[src/igmp_pkg.sv]
// Package for the IGMP packet builder: request/result types, datagram type,
// header constants and the ones'-complement fold. No dependencies.
package igmp_pkg;

    localparam int WORD_COUNT = 7;
    localparam int IDX_W      = $clog2(WORD_COUNT);
    localparam logic [IDX_W-1:0] LAST_IDX = IDX_W'(WORD_COUNT - 1);

    localparam logic [31:0] IPV4_VER_IHL_TOS_LEN = 32'h4500_001C;
    localparam logic [15:0] IPV4_TTL_PROTO       = 16'h0102;
    localparam logic [31:0] ALL_HOSTS_ADDR       = 32'hE000_0001;
    localparam logic [31:0] ALL_ROUTERS_ADDR     = 32'hE000_0002;
    localparam logic [7:0]  TYPE_QUERY           = 8'h11;
    localparam logic [7:0]  TYPE_LEAVE           = 8'h17;

    typedef struct packed {
        logic [7:0]  msg_type;
        logic [7:0]  max_resp_time;
        logic [31:0] group_addr;
        logic        group_given;
        logic [31:0] source_addr;
        logic [15:0] packet_id;
    } igmp_req_t;

    typedef struct packed {
        logic [31:0]      word;
        logic [IDX_W-1:0] word_index;
        logic             last;
    } igmp_res_t;

    // word 0 in the low slot
    typedef logic [WORD_COUNT-1:0][31:0] datagram_t;

    // Fold a sum of up to sixteen 16-bit halves and complement it.
    function automatic logic [15:0] csum_finish(input logic [19:0] acc);
        logic [16:0] s1;
        logic [16:0] s2;
        s1 = {1'b0, acc[15:0]} + {13'd0, acc[19:16]};
        s2 = {1'b0, s1[15:0]} + {16'd0, s1[16]};
        return ~s2[15:0];
    endfunction

endpackage

[src/igmp_build.sv]
// Combinational datagram builder: IPv4 header, IGMP message, both checksums.
// Depends on igmp_pkg.
module igmp_build (
    input  igmp_pkg::igmp_req_t req,
    output igmp_pkg::datagram_t words
);
    import igmp_pkg::*;

    logic [31:0] group;
    logic [31:0] dst;
    logic [19:0] ip_acc;
    logic [19:0] igmp_acc;
    logic [15:0] ip_csum;
    logic [15:0] igmp_csum;

    always_comb
    begin
        group = req.group_given ? req.group_addr : 32'd0;
        if (req.msg_type == TYPE_QUERY)
        begin
            dst = req.group_given ? group : ALL_HOSTS_ADDR;
        end
        else if (req.msg_type == TYPE_LEAVE)
        begin
            dst = ALL_ROUTERS_ADDR;
        end
        else
        begin
            dst = group;
        end

        ip_acc = 20'(IPV4_VER_IHL_TOS_LEN[31:16]) + 20'(IPV4_VER_IHL_TOS_LEN[15:0])
               + 20'(req.packet_id) + 20'(IPV4_TTL_PROTO)
               + 20'(req.source_addr[31:16]) + 20'(req.source_addr[15:0])
               + 20'(dst[31:16]) + 20'(dst[15:0]);
        ip_csum = csum_finish(ip_acc);

        igmp_acc = 20'({req.msg_type, req.max_resp_time})
                 + 20'(group[31:16]) + 20'(group[15:0]);
        igmp_csum = csum_finish(igmp_acc);

        words[0] = IPV4_VER_IHL_TOS_LEN;
        words[1] = {req.packet_id, 16'd0};
        words[2] = {IPV4_TTL_PROTO, ip_csum};
        words[3] = req.source_addr;
        words[4] = dst;
        words[5] = {req.msg_type, req.max_resp_time, igmp_csum};
        words[6] = group;
    end

endmodule

[src/igmp_ser.sv]
// Result register and word serializer: holds one datagram, shifts out a word
// per taken result. Depends on igmp_pkg.
module igmp_ser (
    input  logic                clk,
    input  logic                rst_n,
    input  logic                load_valid,
    input  igmp_pkg::datagram_t load_words,
    output logic                ready,
    output logic                res_valid,
    input  logic                res_stall,
    output igmp_pkg::igmp_res_t res
);
    import igmp_pkg::*;

    logic             busy_reg;
    logic             busy_next;
    logic [IDX_W-1:0] idx_reg;
    logic [IDX_W-1:0] idx_next;
    datagram_t        words_reg;
    datagram_t        words_next;
    logic             take;
    logic             last_take;
    logic             load;

    assign take      = busy_reg & ~res_stall;
    assign last_take = take & (idx_reg == LAST_IDX);
    assign ready     = ~busy_reg | last_take;
    assign load      = load_valid & ready;

    always_comb
    begin
        busy_next  = busy_reg;
        idx_next   = idx_reg;
        words_next = words_reg;
        if (load)
        begin
            busy_next  = 1'b1;
            idx_next   = '0;
            words_next = load_words;
        end
        else if (take)
        begin
            busy_next  = ~last_take;
            idx_next   = idx_reg + 1'b1;
            words_next = {32'd0, words_reg[WORD_COUNT-1:1]};
        end
    end

    always_ff @(posedge clk or negedge rst_n)
    begin
        if (!rst_n)
        begin
            busy_reg <= 1'b0;
            idx_reg  <= '0;
        end
        else
        begin
            busy_reg <= busy_next;
            idx_reg  <= idx_next;
        end
    end

    always_ff @(posedge clk)
    begin
        words_reg <= words_next;
    end

    assign res_valid      = busy_reg;
    assign res.word       = words_reg[0];
    assign res.word_index = idx_reg;
    assign res.last       = (idx_reg == LAST_IDX);

endmodule

[src/igmp_packet_builder_top.sv]
// IGMPv2 packet builder: one request in, a 28-byte IPv4+IGMP datagram out as
// seven 32-bit network-order words. The accepted request passes the request
// register, then the result register, before the first word is valid; this
// takes longer while an earlier datagram still drains. The seven-word output
// port sets the request rate; a new request is parked while one drains.
// Reset: rst_n async active low clears the valid flags; no payload is reset.
module igmp_packet_builder_top (
    input  logic                clk,
    input  logic                rst_n,
    // request channel
    input  logic                req_valid,
    output logic                req_stall,
    input  igmp_pkg::igmp_req_t req,
    // result channel, one word per transfer
    output logic                res_valid,
    input  logic                res_stall,
    output igmp_pkg::igmp_res_t res
);
    import igmp_pkg::*;

    // Request register: holds one request while the serializer drains the
    // previous datagram, so a new request is taken while results still wait.
    logic      req_vld_reg;
    logic      req_vld_next;
    igmp_req_t req_reg;
    logic      req_accept;
    logic      ser_ready;
    datagram_t dgram;

    // Stall only when a request is parked and the serializer cannot take it.
    assign req_stall  = req_vld_reg & ~ser_ready;
    assign req_accept = req_valid & ~req_stall;

    always_comb
    begin
        req_vld_next = req_vld_reg;
        if (req_accept)
        begin
            req_vld_next = 1'b1;
        end
        else if (ser_ready)
        begin
            // parked request (if any) moved into the serializer
            req_vld_next = 1'b0;
        end
    end

    always_ff @(posedge clk or negedge rst_n)
    begin
        if (!rst_n)
        begin
            req_vld_reg <= 1'b0;
        end
        else
        begin
            req_vld_reg <= req_vld_next;
        end
    end

    always_ff @(posedge clk)
    begin
        if (req_accept)
        begin
            req_reg <= req;
        end
    end

    // Header fields, destination select and both checksums in one pass.
    igmp_build u_build (
        .req   (req_reg),
        .words (dgram)
    );

    // Result register; the last word taken frees it for the next datagram
    // in the same cycle.
    igmp_ser u_ser (
        .clk        (clk),
        .rst_n      (rst_n),
        .load_valid (req_vld_reg),
        .load_words (dgram),
        .ready      (ser_ready),
        .res_valid  (res_valid),
        .res_stall  (res_stall),
        .res        (res)
    );

endmodule
[config.mk]
export PLATFORM = sky130hd
export DESIGN_NAME = igmp_packet_builder_top
export DESIGN_NICKNAME = d
export VERILOG_FILES = /design/src/igmp_pkg.sv /design/src/igmp_build.sv /design/src/igmp_ser.sv /design/src/igmp_packet_builder_top.sv
export SDC_FILE = /design/constraint.sdc
export NUM_CORES = 1
export LEC_CHECK = 0
export CAP_MARGIN = 20
export CORE_UTILIZATION = 45
export CTS_CLUSTER_DIAMETER = 120
export DETAILED_ROUTE_END_ITERATION = 16
export DONT_BUFFER_PORTS = 1
export GPL_TIMING_DRIVEN = 0
export PLACE_DENSITY = 0.63
export SLEW_MARGIN = 15
export SYNTH_ARGS = -nofsm -noshare
export SYNTH_HDL_FRONTEND = slang
export SYNTH_SLANG_ARGS = --single-unit
[constraint.sdc]
create_clock -name clk -period 14.85 [get_ports clk]
set_input_delay 1.485 -clock clk [delete_from_list [all_inputs] [get_ports clk]]
set_output_delay 1.485 -clock clk [all_outputs]
set_load 0.02 [all_outputs]
# Word-level counts from Yosys, hierarchy flattened
# Cells that the tools add are included.
dict set report totals {
  output_inout_bits 38
  input_bits 101
  ff_bits 326
}
dict set report classes {
  eq_ne 3
  mux 12
  n_addsub 13
  reduce_logical 2
  n_bitwise 13
}
# operator n
set op_table {}
lappend op_table {{$mux W224} 2}
lappend op_table {{$mux W32} 4}
lappend op_table {{$add A20 B16 Y20} 5}
lappend op_table {{$add A16 B4 Y17} 2}
lappend op_table {{$add A16 B1 Y16} 2}
lappend op_table {{$not A16 Y16} 2}
lappend op_table {{$add A20 B9 Y20 const B} 1}
lappend op_table {{$add A15 B16 Y17 const A} 1}
lappend op_table {{$add A16 B16 Y17} 1}
lappend op_table {{$eq A8 B5 Y1 const B} 2}
lappend op_table {{$mux W3} 2}
lappend op_table {{$and A1 B1 Y1} 5}
lappend op_table {{$not A1 Y1} 5}
lappend op_table {{$mux W1} 4}
lappend op_table {{$reduce_bool A2 Y1} 2}
lappend op_table {{$add A3 B1 Y3 const B} 1}
lappend op_table {{$eq A3 B3 Y1 const B} 1}
lappend op_table {{$or A1 B1 Y1} 1}

# Logic depth before layout (Yosys ltp)
# Gate-level depths: netlist of run 1.
dict set report logic_depth {
  word_depth 10
  mapped_depth 41
  depth_no_buf 40
}

# By module
# Synthesis of run 1 repeated with hierarchy kept, for this count alone.
dict set report unflattened {
  hier_cells 1443
  hier_area_um2 19185.9
}
# mod n_inst area_per_inst_um2 seq_area_each_um2 cells_each
set by_module_without_submodules {}
lappend by_module_without_submodules {igmp_ser 1 9811.9 6826.5 528}
lappend by_module_without_submodules {igmp_build 1 6403.6 0.0 813}
lappend by_module_without_submodules {igmp_packet_builder_top 1 2970.3 2937.8 102}

# Least setup slack after synthesis of run 1
# No wires, ideal clock.
dict set report synth_path {
  path_kind {register to register}
  startpoint {reg req_reg[92] in the netlist's numbering}
  endpoint {reg u_ser.words_reg[78] in the netlist's numbering (data pin)}
  arrival_time_ns 8.098
  path_stages_with_launch 42
  synth_period_minus_slack_ns 8.361
  required_time_ns 14.587
  path_slack_ns 6.489
  cell_sequence {edfxtp_1 > nand4bb_1 > nor3_1 > and3_1 > clkbuf_1 > clkbuf_1 > nor2_1 > fa_1 > fa_1 > inv_1 > fa_1 > inv_1 > ha_1 > inv_1 > fa_1 > nand2b_1 > a211o_1 > and3_1 > [... 6 more ...] > ha_1 > fa_1 > a21oi_1 > nor3_1 > nand3_1 > nor2_1 > and3_1 > nand3_1 > nor4b_1 > ha_1 > ha_1 > nand2_1 > nor4_1 > o211ai_1 > nor3_2 > nand3_1 > xnor2_1 > o21ai_1}
}
# element line_no
set synth_rtl {}
lappend synth_rtl {{from (decl)} igmp_packet_builder_top.sv:25} ;# igmp_req_t req_reg;
lappend synth_rtl {{from (signal assigned)} igmp_packet_builder_top.sv:64} ;# req_reg <= req;
lappend synth_rtl {{to (signal assigned)} igmp_ser.sv:65} ;# words_reg <= words_next;
lappend synth_rtl {{to (decl)} igmp_ser.sv:19} ;# datagram_t words_reg;

==> results, run 1 <==
- The run finished with clean final reports.
- The arrival time at the worst endpoint is approximately 10 ns.
- Counting both buffers and inverters, the worst setup path holds a total of 5.
- The H-tree level count is 2.
- Per report_power, the sequential group accounts for 32.9% of the total.
- Setup repair after global routing left no endpoint under its margin.
- The total area inside the core boundary comes to 39010 um^2.
- The critical path is of the reg2reg type.
- Detailed routing inserted a total of 12.83k vias.
- The critical path starts at req_reg[92]$_DFFE_PP_.
- The placed instances occupy a cell area of 18710 um^2.
- The overall fraction of global-route tracks in use is 24.18%.
- The worst-case setup slack after placement is 4.848 ns.
- The cell seen most often among critical-path stages is sky130_fd_sc_hd__fa_1.
- For the pin with the worst max-slew slack, the measured transition is 0.9764 ns.
- The number of port buffers is 0.
- The TritonCTS clock tree is built.
- The count of flip-flops with a built-in enable after synthesis is roughly 260.
- The worst register-to-register path begins at req_reg[92]$_DFFE_PP_.
- Global routing finished with a remaining overflow of 0.
- The routed wire length per instance is 20.66 um.
- The count of pins over their slew limit is 0.
- Summed over all failing endpoints, the final setup total negative slack is 0 ns.
- The reported net switching power is ~1.5 mW.
- The sequential share of the synthesized area is just over 50%.
- The number of placed instances with taps included is 2303.
- The post-route worst setup slack is 4.717 ns.
- The count of nets left with antenna violations once routing finished came out at 0.
- For the final database, setup skew stands at 0.02677 ns.
- The DRC violation count after routing is 0.
- In the post-synthesis netlist, the biggest area contributors are sky130_fd_sc_hd__edfxtp_1 43%, sky130_fd_sc_hd__dfxtp_1 7.1%, sky130_fd_sc_hd__nand2_1 6.7%.
- At the worst endpoint, the required time is approximately 15 ns.
- Power spread over the standard cell area amounts to approximately 190 nW/um^2.
- The initial DRC count is 1004.
- The cell count after synthesis came out at ~1.8k.
- The largest driver fanout on the critical path is 10.
- The relative area change from synthesis to final layout is 10.70%.
- The worst-case IR drop observed on VDD is 0.1073 mV.
- The most common cell after layout, fill and taps aside is sky130_fd_sc_hd__nand2_1.
- The kind of end point of the critical path is a register.
- The number of antenna violations at the first check in global routing is 1.
- The number of diodes added for antenna fixing is 0.
- The initialized floorplan defines 72 standard-cell rows.
- After clock tree synthesis, the setup repair step added 0 buffers.
- Averaged over all synthesized cells, the footprint is 10.08 um^2.
- The final routed wirelength across all metal layers is 49000 um.
- For this design the static power due to leakage is between 8 and 9 nW.
- The tree is rooted in a sky130_fd_sc_hd__clkbuf_16.
- The total count of hold-check failures in the final report came to 0.
- After clock tree synthesis, the repair step resized 0 gates.
- At the end of the flow, the number of nets in the layout was 2056.
- The top cell types in the final layout, fill and taps aside, are 318 x sky130_fd_sc_hd__nand2_1, 257 x sky130_fd_sc_hd__edfxtp_1, 160 x sky130_fd_sc_hd__inv_1.
- The first-pass GRT wire length is 73710 um.
- The internal power of the cells totals roughly 2.3 mW.
- Counting flops and latches in the post-synthesis netlist gives 326.
- For this run, the slowest stage of the critical path takes around 0.53 ns.
- The kind of cell with the highest combined delay along the critical path is simple AND/OR/NAND/NOR gates.
- Yosys printed 0 warnings.
- The clock slew at the register clock pins of the worst setup and hold paths is around 0.060 ns.
- The total of max-cap violations is 0.
- The detail-routed via count per cell is 5.408.
- After synthesis, the largest area contributor takes up between 40 and 50% of total cell area.
- Net switching is 39.81% of the power.
- Measured along the x axis, the die boundary spans 201.8 um.
- For this run, the top clock speed supported by timing is 0.09869 GHz.
- The post-route total power is 3.806 mW.
- The number of distinct library cell variants in the gate-level netlist after synthesis is 73.
- The first TritonRoute pass finished after 6 iterations.
- The startpoint of the tightest hold check path is u_ser.words_reg[32]$_SDFFE_PP0P_.
- The total CTS buffers is 38.
- The top-level I/O count is about 140.
- From bottom edge to top edge, the die measures just over 200 um.
- For this design, the sink count on the clock tree is 326.
- sky130_fd_sc_hd__edfxtp_1 takes more of the synthesized area than any other cell.
- The clock network latency to the later pin of the worst-skew pair is 0.58 ns.
- The number of nets handed over by synthesis was 2013.
- The kind of start point of the critical path is a register.
- Among all stages on the critical path, the largest delay is contributed by sky130_fd_sc_hd__fa_1.
- The total standard cell area after synthesis is 17970 um^2.
- The non-filler instance count after layout is 2372.
- The portion of the clock cycle consumed by the worst path in the final layout is 68.24%.
- The share of cells above drive strength 1 is 7.228%.
- The worst hold-check path type is reg2reg.
- The max-slew headroom at the worst pin is 34.47%.
- The initial standard-cell utilization of the core is 46.07%.
- For this run, asynchronously set or reset flops after synthesis account for 1.534%.
- The minimum clock period after layout is 10.13 ns.
- The post-detailed-placement half-perimeter wirelength is roughly 38000 um.
- The number of global-route vias before repair is 12.59k.
- The number of flip-flops under the largest register name is 192.
- The number of setup violations in the final report is 0.
- The floorplan step defined a die boundary enclosing 40740 um^2.
- Hold repair after CTS inserted 0 buffers.
- Per report_power, the combinational group accounts for 43.7% of the total.
- The prevailing post-synth register cell is sky130_fd_sc_hd__edfxtp_1.
- The longest clock path from root to sink contains 3 buffers.
- The share of total power dissipated in the clock network is 23.4%.
- The final estimated routing congestion in global placement is 0.9589.
- Entering global routing, the biggest net connects 62 pins.
- The finished cells cover between 15000 and 20000 um^2.
## metal layers
metal  part of all wire [%]  track usage [%]  vias to the layer above
li1                       -                -                     6207
met1                     41            30.09                     6125
met2                     50            42.35                      414
met3                    5.5            3.289                       82
met4                    3.3            9.551                        0
met5                      0                0                        -
## cell families (layout without fill, tap and decap cells)
logic type	count (synthesis)	in the layout	share of synthesized area, %
buffers and inverters	273	345	6.420
xor gates and xnor gates	86	86	4.317
and+or+nand+nor	677	677	16.87
DFF	326	326	50.77
AOI/OAI and AO/OA	286	286	10.15
adders and majority gates	130	130	11.22
muxes	4	4	0.2437
## area by class of cell
cell class	instances	area [um^2]
clock buffers	41	972.2
plain buffers	112	549.3
fillers	3552	19120
flip-flops and latches	326	9124
inverters	161	604.3
multi-input cells	1183	7702
well taps	518	648.1
clock inverters	28	209.0
repair buffers	3	82.58
## synth_stat cells (6+ instances only)
cell and count:
sky130_fd_sc_hd__o21a_1 6, sky130_fd_sc_hd__a31oi_1 8, sky130_fd_sc_hd__edfxtp_1 257, sky130_fd_sc_hd__inv_1 160, sky130_fd_sc_hd__nand3_1 154, sky130_fd_sc_hd__o21ai_0 67
sky130_fd_sc_hd__nor3_1 15, sky130_fd_sc_hd__xnor2_1 53, sky130_fd_sc_hd__and2_1 13, sky130_fd_sc_hd__a21oi_1 99, sky130_fd_sc_hd__a21o_1 16, sky130_fd_sc_hd__or2_2 6
sky130_fd_sc_hd__clkbuf_1 67, sky130_fd_sc_hd__dfxtp_1 64, sky130_fd_sc_hd__xor2_1 31, sky130_fd_sc_hd__o31ai_1 27, sky130_fd_sc_hd__nor2b_1 7, sky130_fd_sc_hd__buf_1 10
sky130_fd_sc_hd__nand2_1 319, sky130_fd_sc_hd__or3_1 7, sky130_fd_sc_hd__fa_1 52, sky130_fd_sc_hd__o211ai_1 10, sky130_fd_sc_hd__nor2_1 103, sky130_fd_sc_hd__ha_1 78
sky130_fd_sc_hd__buf_4 34, sky130_fd_sc_hd__nand2b_1 10, sky130_fd_sc_hd__and3_1 14
## power groups by stage
stage	combinational, mW	clock [mW]	sequential, mW
2_1_floorplan	1.27	0	1.25
3_3_place_gp	1.62	0	1.28
6_report	1.66	0.889	1.25
3_5_place_dp	1.64	0	1.27
5_1_grt	1.84	0.938	1.27
4_1_cts	1.65	0.904	1.25
## final timing paths
path	endpoint	slack (ns)	cells after the start
min in group asynchronous	req_vld_reg$_DFFE_PN0P_	0.60	0
setup reg to reg	u_ser.words_reg[78]$_DFFE_PP_	4.72	41
hold / removal	u_ser.res[4]$_SDFFE_PP0P_	0.45	2
hold reg to reg	u_ser.res[4]$_SDFFE_PP0P_	0.45	2
max in group asynchronous	u_ser.idx_reg[0]$_DFFE_PN0P_	14.18	0
setup / recovery	u_ser.words_reg[78]$_DFFE_PP_	4.72	41
## tightest hold or removal path: cells and delay by family, from the launching register on
family | cells | cell delay [ns]
AND/OR/NAND/NOR | 1 | 0.05
AO/OA/AOI/OAI | 1 | 0.05
flip-flops | 1 | 0.31
## metrics by stage
| step | hold WS, ns | utilization (%) |
|---|---|---|
| after floorplan | 0.4321 | - |
| after global placement | 0.4397 | 47.73 |
| after detailed placement | 0.4418 | 47.97 |
| after CTS | 0.4501 | 50.99 |
| after global routing | 0.4692 | 50.99 |
| final | 0.4478 | 50.99 |
Power figures use the tool's default switching activity.
==> run 2, diff against run 1 <==
--- a/config.mk
+++ b/config.mk
@@ -11,7 +11,7 @@
 export DETAILED_ROUTE_END_ITERATION = 16
 export DONT_BUFFER_PORTS = 1
 export GPL_TIMING_DRIVEN = 0
-export PLACE_DENSITY = 0.63
+export PLACE_DENSITY = 0.65
 export SLEW_MARGIN = 15
 export SYNTH_ARGS = -nofsm -noshare
 export SYNTH_HDL_FRONTEND = slang
==> constraint.sdc (replaced) <==
create_clock -name clk -period 9.3 [get_ports clk]
set_input_delay 0.93 -clock clk [delete_from_list [all_inputs] [get_ports clk]]
set_output_delay 0.93 -clock clk [all_outputs]
set_load 0.02 [all_outputs]
==> results, run 2 (synthesis results as in run 1) <==
- The worst-path cell with the longest stage delay is sky130_fd_sc_hd__fa_1 (unchanged).
- The portion of the clock cycle consumed by the worst path in the final layout is 95.67% (was 68.24%).
- The kind of end point of the critical path is a register (unchanged).
- The number of setup violations in the final report came to 0 (unchanged).
- The number of port buffers is 0 (unchanged).
- The total of max-cap violations is 0 (unchanged).
- The TritonCTS clock tree is built (unchanged).
- The root buffer selected by CTS is sky130_fd_sc_hd__clkbuf_16 (unchanged).
- The endpoint of the worst register-to-register path is u_ser.words_reg[78]$_DFFE_PP_ (unchanged).
- The number of flip-flops under the largest register name is 192 (unchanged).
- The worst-case setup slack after placement was -0.6689 ns (was 4.848 ns).
- The global-route congestion overflow total was 0 (unchanged).
- The number of buffers on the longest clock path is 3 (unchanged).
- The post-detailed-placement half-perimeter wirelength is 38330 um (was 38090 um).
- The register-to-register setup slack is 0.40 ns (was 4.72 ns).
- The post-route worst setup slack is 0.4023 ns (was 4.717 ns).
- The timing-limited maximum frequency is 0.1124 GHz (was 0.09869 GHz).
- The number of global-route vias before repair is 12.90k (was 12.59k).
- The H-tree level count was 2 (unchanged).
- The vias after detailed routing came to 12.97k (was 12.83k).
- The clock slew at the register clock pins of the worst setup and hold paths is 0.06 ns (about the same).
- The clock network latency to the later pin of the worst-skew pair is 0.55 ns (was 0.58 ns).
- Run status: completed (unchanged).
- The worst hold-check path type is in2async (was reg2reg).
- The number of routed nets with antenna violations is 0 (unchanged).
- The power per standard cell area is 312.3 nW/um^2 (was 191.3 nW/um^2).
- The depth of the most critical reg-to-reg path is 40 (was 41).
- The setup TNS is 0 ns (unchanged).
- The initial standard-cell utilization of the core is 46.07% (unchanged).
- The initial DRC count is 1153 (was 1004).
- The number of antenna violations at the first check in global routing is 0 (was 1).
- The minimum clock period after layout came to 8.898 ns (was 10.13 ns).
- The routed wire length per instance was 20.91 um (was 20.66 um).
- The number of diodes added for antenna fixing is 0 (unchanged).
- The arrival time at the worst endpoint is 9.16 ns (was 10.41 ns).
- The final setup skew is 0.01859 ns (was 0.02677 ns).
- The max-slew headroom at the worst pin is 35.46% (was 34.47%).
- The total clock sinks is 326 (unchanged).
- The largest driver fanout on the critical path came to 10 (unchanged).
- The total count of hold-check failures in the final report came to 0 (unchanged).
- The relative area change from synthesis to final layout is 12.67% (was 10.70%).
- The final routed wirelength across all metal layers is 49770 um (was 49000 um).
- The number of placed instances with taps included is 2303 (unchanged).
- The post-route total power is 6.323 mW (was 3.806 mW).
- The share of cells above drive strength 1 is 8.969% (was 7.228%).
- The startpoint of the lowest-slack register-to-register path was req_reg[94]$_DFFE_PP_ (was req_reg[92]$_DFFE_PP_).
- The total placed instance area is 18710 um^2 (unchanged).
- The total number of nets in the final design came to 2064 (was 2056).
- The critical path start-end classification was reg2reg (unchanged).
- The first-pass detailed-route iteration total is 5 (was 6).
- The maximum vdd drop was 0.1690 mV (was 0.1073 mV).
- The cell seen most often among critical-path stages was sky130_fd_sc_hd__ha_2 (was sky130_fd_sc_hd__fa_1).
- The delay contributed by the slowest stage of the critical path is 0.50 ns (was 0.53 ns).
- The width of the die is 201.8 um (unchanged).
- The count of pins over their slew limit was 0 (unchanged).
- The y dimension of the die was 201.8 um (unchanged).
- The largest net degree at the start of global routing was 63 (was 62).
- The kind of start point of the critical path is a register (unchanged).
- The core area was 39010 um^2 (unchanged).
- The cell leakage power is 8.333 nW (was 8.182 nW).
- The final non-filler cell area was 20250 um^2 (was 19890 um^2).
- The DRC violation count after routing is 0 (unchanged).
- The transition time at the pin with the least slew margin is 0.9682 ns (was 0.9764 ns).
- The total CTS buffers is 38 (unchanged).
- The most common cell after layout, fill and taps aside is sky130_fd_sc_hd__nand2_1 (unchanged).
- The overall fraction of global-route tracks in use is 24.46% (was 24.18%).
- Commonest cells after routing, fill and taps aside: 317 x sky130_fd_sc_hd__nand2_1, 257 x sky130_fd_sc_hd__edfxtp_1, 160 x sky130_fd_sc_hd__inv_1 (was 318 x sky130_fd_sc_hd__nand2_1, 257 x sky130_fd_sc_hd__edfxtp_1, 160 x sky130_fd_sc_hd__inv_1).
- The top-level I/O count came to 139 (unchanged).
- The non-filler instance count after layout is 2380 (was 2372).
- The first-pass GRT wire length is 74630 um (was 73710 um).
- The total number of placement rows was 72 (unchanged).
- The detail-routed via count per cell is 5.448 (was 5.408).
- The final estimated routing congestion in global placement is 0.9372 (was 0.9589).
- The area of the die came to 40740 um^2 (unchanged).
- The worst endpoint required time came to 9.56 ns (was 15.13 ns).
-- run 2: cell count changes in the layout (fill, tap and decap cells not counted), sizes merged --
cell      before  now
clkbuf       108  121
buf           48   59
clkinv        19    9
clkinvlp       4    0
inv          165  161
bufinv         1    3
-- run 2: through the flow --
stage,util [%],hold WS [ns]
detailed placement,47.97,0.4416
floorplan,-,0.4321
global placement,47.73,0.4382
finish,51.90,0.08085
global route,51.90,0.06550
CTS,51.39,0.05040
-- run 2: area by class of cell --
class | instances | area, um^2
buffer | 111 | 568.0
clock buffer | 57 | 1160
clock inverter | 12 | 133.9
fill | 3481 | 18760
inverter | 161 | 604.3
multi-input combinational | 1183 | 7858
sequential | 326 | 9124
tap | 518 | 648.1
timing repair buffer | 12 | 150.1
-- run 2: worst max path at each step --
| stage | slack, ns | cells past startpoint | from | endpoint |
|---|---|---|---|---|
| after floorplan | 0.94 | 41 | req_reg[92]$_DFFE_PP_ | u_ser.words_reg[78]$_DFFE_PP_ |
| after global placement | -0.56 | 41 | req_reg[92]$_DFFE_PP_ | u_ser.words_reg[78]$_DFFE_PP_ |
| after detailed placement | -0.67 | 41 | req_reg[92]$_DFFE_PP_ | u_ser.words_reg[78]$_DFFE_PP_ |
| after CTS | 0.05 | 39 | req_reg[48]$_DFFE_PP_ | u_ser.words_reg[175]$_DFFE_PP_ |
| after global routing | -0.03 | 40 | req_reg[94]$_DFFE_PP_ | u_ser.words_reg[78]$_DFFE_PP_ |
| final | 0.40 | 40 | req_reg[94]$_DFFE_PP_ | u_ser.words_reg[78]$_DFFE_PP_ |
-- run 2: worst max-delay path: cells and delay by family, from the launching register on --
family	cells	cell delay, ns
fa+ha+maj	9	2.87
simple gates	18	3.40
compound gates	7	1.21
flops	1	0.44
xor+xnor	2	0.36
buf+inv	4	0.31
-- run 2: power by group --
group | switching (mW) | internal [mW]
sequential | 0.129 | 1.88
combinational | 1.75 | 1.04
clock | 0.583 | 0.946
total | 2.46 | 3.86
-- run 2: layer usage --
metal | track usage [%] | part of all wire, % | vias to the layer above
li1 | - | - | 6208
met1 | 30.76 | 41 | 6188
met2 | 42.24 | 49 | 469
met3 | 3.193 | 6.0 | 102
met4 | 10.42 | 3.9 | 0
met5 | 0 | 0 | -
-- run 2: what timing repair did --
item / in CTS / in global routing
gates resized for setup: 9 / 41
setup endpoints to repair: 10 / 21
pin swaps: 2 / 19
hold buffers: 0 / 0
setup buffers: 1 / 8
==> run 3, diff against run 2 <==
--- a/config.mk
+++ b/config.mk
@@ -5,13 +5,12 @@
 export SDC_FILE = /design/constraint.sdc
 export NUM_CORES = 1
 export LEC_CHECK = 0
-export CAP_MARGIN = 20
+export CAP_MARGIN = 15
 export CORE_UTILIZATION = 45
 export CTS_CLUSTER_DIAMETER = 120
 export DETAILED_ROUTE_END_ITERATION = 16
 export DONT_BUFFER_PORTS = 1
 export GPL_TIMING_DRIVEN = 0
-export PLACE_DENSITY = 0.65
 export SLEW_MARGIN = 15
 export SYNTH_ARGS = -nofsm -noshare
 export SYNTH_HDL_FRONTEND = slang
==> results, run 3 (synthesis results as in run 1) <==
- The transition time at the pin with the least slew margin was 0.9025 ns (was 0.9682 ns).
- The final routed wirelength across all metal layers is 49220 um (was 49770 um).
- The global-route congestion overflow total was 0 (unchanged).
- The worst-case hold slack is 0.05763 ns (was 0.08085 ns).
- The minimum clock period after layout is 8.840 ns (was 8.898 ns).
- The first-pass GRT wire length was 73710 um (was 74630 um).
- The global routing met1 resource utilization is 29.18% (was 30.76%).
- The portion of the clock cycle consumed by the worst path in the final layout was 95.05% (was 95.67%).
- The hold-fix buffer count after cts came to 0 (unchanged).
- The endpoint of the worst setup timing path is u_ser.words_reg[78]$_DFFE_PP_ (unchanged).
- The post-detailed-placement half-perimeter wirelength came to 38130 um (was 38330 um).
- The worst hold-check path type is in2async (unchanged).
- The clock network latency to the later pin of the worst-skew pair was 0.56 ns (was 0.55 ns).
- The largest driver fanout on the critical path is 8 (was 10).
- The count of pins over their slew limit is 0 (unchanged).
- The worst-case setup slack after placement was -0.8480 ns (was -0.6689 ns).
- Run status: completed (unchanged).
- The power per standard cell area is 309.4 nW/um^2 (was 312.3 nW/um^2).
- The share of cells above drive strength 1 is 9.544% (was 8.969%).
- The y dimension of the die came to 201.8 um (unchanged).
- The relative area change from synthesis to final layout is 12.73% (was 12.67%).
- The overall fraction of global-route tracks in use is 24.33% (was 24.46%).
- The top-level I/O count is 139 (unchanged).
- The initial standard-cell utilization of the core is 46.07% (unchanged).
- The number of routed nets with antenna violations is 0 (unchanged).
- The routing usage on met3 is 4.628% (was 3.193%).
- The total of max-cap violations is 0 (unchanged).
- The vias after detailed routing is 12.81k (was 12.97k).
- The core area is 39010 um^2 (unchanged).
- The routed wire length per instance is 20.65 um (was 20.91 um).
- The arrival time at the worst endpoint was 9.11 ns (was 9.16 ns).
- The number of diodes added for antenna fixing was 0 (unchanged).
- The H-tree level count is 2 (unchanged).
- The total clock sinks is 326 (unchanged).
- The final setup skew is 0.01761 ns (was 0.01859 ns).
- The count of buffer and inverter cells on the critical path is 5 (was 4).
- The area of the die was 40740 um^2 (unchanged).
- The category of cells accounting for the largest share of critical-path delay is adder cells (was simple AND/OR/NAND/NOR gates).
- The setup TNS is 0 ns (unchanged).
- The busiest layer in global routing is met2 (unchanged).
- The number of setup violations in the final report is 0 (unchanged).
- The cell leakage power is 8.323 nW (was 8.333 nW).
- The final estimated routing congestion in global placement is 0.9421 (was 0.9372).
- The kind of start point of the critical path is a register (unchanged).
- The clock slew at the register clock pins of the worst setup and hold paths is 0.06 ns (about the same).
- The detail-routed via count per cell came to 5.376 (was 5.448).
- The timing-limited maximum frequency came to 0.1131 GHz (was 0.1124 GHz).
- The initial DRC count came to 939 (was 1153).
- The cell depth of the worst setup path is 39 (was 40).
- The delay contributed by the slowest stage of the critical path is 0.55 ns (was 0.50 ns).
- The startpoint of the most critical setup path is req_reg[2]$_DFFE_PP_ (was req_reg[94]$_DFFE_PP_).
- The critical path start-end classification is reg2reg (unchanged).
- The startpoint of the lowest-slack register-to-register path is req_reg[2]$_DFFE_PP_ (was req_reg[94]$_DFFE_PP_).
- The root buffer selected by CTS is sky130_fd_sc_hd__clkbuf_16 (unchanged).
- The worst endpoint required time is 9.57 ns (was 9.56 ns).
- The endpoint of the worst register-to-register path was u_ser.words_reg[78]$_DFFE_PP_ (unchanged).
- The number of global-route vias before repair is 12.81k (was 12.90k).
- The worst-path cell with the longest stage delay is sky130_fd_sc_hd__fa_1 (unchanged).
- The maximum vdd drop is 0.1598 mV (was 0.1690 mV).
- The met2 track demand over resource in global routing was 41.67% (was 42.24%).
- The total number of placement rows is 72 (unchanged).
- The number of flip-flops under the largest register name is 192 (unchanged).
- The number of buffers on the longest clock path is 3 (unchanged).
- The TritonCTS clock tree is built (unchanged).
- The kind of end point of the critical path was a register (unchanged).
- The number of antenna violations at the first check in global routing was 0 (unchanged).
- The largest net degree at the start of global routing is 61 (was 63).
- The number of port buffers is 0 (unchanged).
- The depth of the most critical reg-to-reg path is 39 (was 40).
- The post-route total power is 6.267 mW (was 6.323 mW).
- The DRC violation count after routing is 0 (unchanged).
- The most common cell after layout, fill and taps aside is sky130_fd_sc_hd__nand2_1 (unchanged).
- Commonest cells after routing, fill and taps aside: 316 x sky130_fd_sc_hd__nand2_1, 257 x sky130_fd_sc_hd__edfxtp_1, 160 x sky130_fd_sc_hd__inv_1 (was 317 x sky130_fd_sc_hd__nand2_1, 257 x sky130_fd_sc_hd__edfxtp_1, 160 x sky130_fd_sc_hd__inv_1).
- The post-route worst setup slack is 0.4599 ns (was 0.4023 ns).
- The width of the die is 201.8 um (unchanged).
- The register-to-register setup slack was 0.46 ns (was 0.40 ns).
- The total count of hold-check failures in the final report came to 0 (unchanged).
- The max-slew headroom at the worst pin is 39.83% (was 35.46%).
- The first-pass detailed-route iteration total is 5 (unchanged).
- The total CTS buffers is 38 (unchanged).
- The utilization after layout is 51.93% (was 51.90%).
- The total number of nets in the final design is 2068 (was 2064).
[run 3: cell count changes in the layout (fill, tap and decap cells not counted), moves of 2 or more]
cell and delta:
sky130_fd_sc_hd__xor2_1 -2, sky130_fd_sc_hd__clkbuf_1 -3, sky130_fd_sc_hd__clkbuf_16 -4, sky130_fd_sc_hd__xor2_2 +2, sky130_fd_sc_hd__inv_6 +2, sky130_fd_sc_hd__buf_4 +5
sky130_fd_sc_hd__clkinvlp_4 +2
[run 3: cell type report]
| type | instances | area (um^2) |
|---|---|---|
| clock inverters | 16 | 151.4 |
| repair buffers | 17 | 187.7 |
| clock buffers | 52 | 1056 |
| flip-flops and latches | 326 | 9124 |
| multi-input cells | 1183 | 7928 |
| plain buffers | 110 | 558.0 |
| well taps | 518 | 648.1 |
| inverters | 161 | 604.3 |
| fillers | 3577 | 18750 |
[run 3: how the worst min path moves through the flow]
stage                                                start                          endpoint  slack (ns)  cells after the start
after detailed placement  u_ser.words_reg[38]$_SDFFE_PP0P_        u_ser.res[10]$_SDFFE_PP0P_        0.45                      2
after global placement    u_ser.words_reg[91]$_SDFFE_PP0P_  u_ser.words_reg[91]$_SDFFE_PP0P_        0.44                      2
after CTS                                            rst_n       u_ser.res_valid$_DFFE_PN0P_        0.03                      0
final                                                rst_n       u_ser.res_valid$_DFFE_PN0P_        0.06                      0
after floorplan           u_ser.words_reg[38]$_SDFFE_PP0P_        u_ser.res[10]$_SDFFE_PP0P_        0.43                      2
after global routing                                 rst_n       u_ser.res_valid$_DFFE_PN0P_        0.03                      0
[run 3: through the flow]
step / std cells / instance area (um^2)
2_1_floorplan: 1782 / 17970
3_3_place_gp: 2300 / 18620
3_5_place_dp: 2304 / 18720
4_1_cts: 2372 / 20010
5_1_grt: 2383 / 20260
6_report: 2383 / 20260
[run 3: where the power goes]
part | total [mW] | internal [mW] | switching, mW
Combinational | 2.81 | 1.07 | 1.74
Clock | 1.45 | 0.855 | 0.596
Sequential | 2.00 | 1.87 | 0.129
Total | 6.27 | 3.80 | 2.47
[run 3: what timing repair did]
item / in CTS / in global routing
gates resized for setup: 17 / 39
setup endpoints to repair: 12 / 21
buffers inserted: 1 / 12
cloned: 0 / 0
pin swaps: 4 / 18
[run 3: routing by layer]
layer / wire length [um] / share of wire, % / up-vias
li1: - / - / 6223
met1: 19800 / 40 / 6070
met2: 24060 / 49 / 418
met3: 2922 / 5.9 / 99
met4: 2432 / 4.9 / 0
met5: 0 / 0 / -
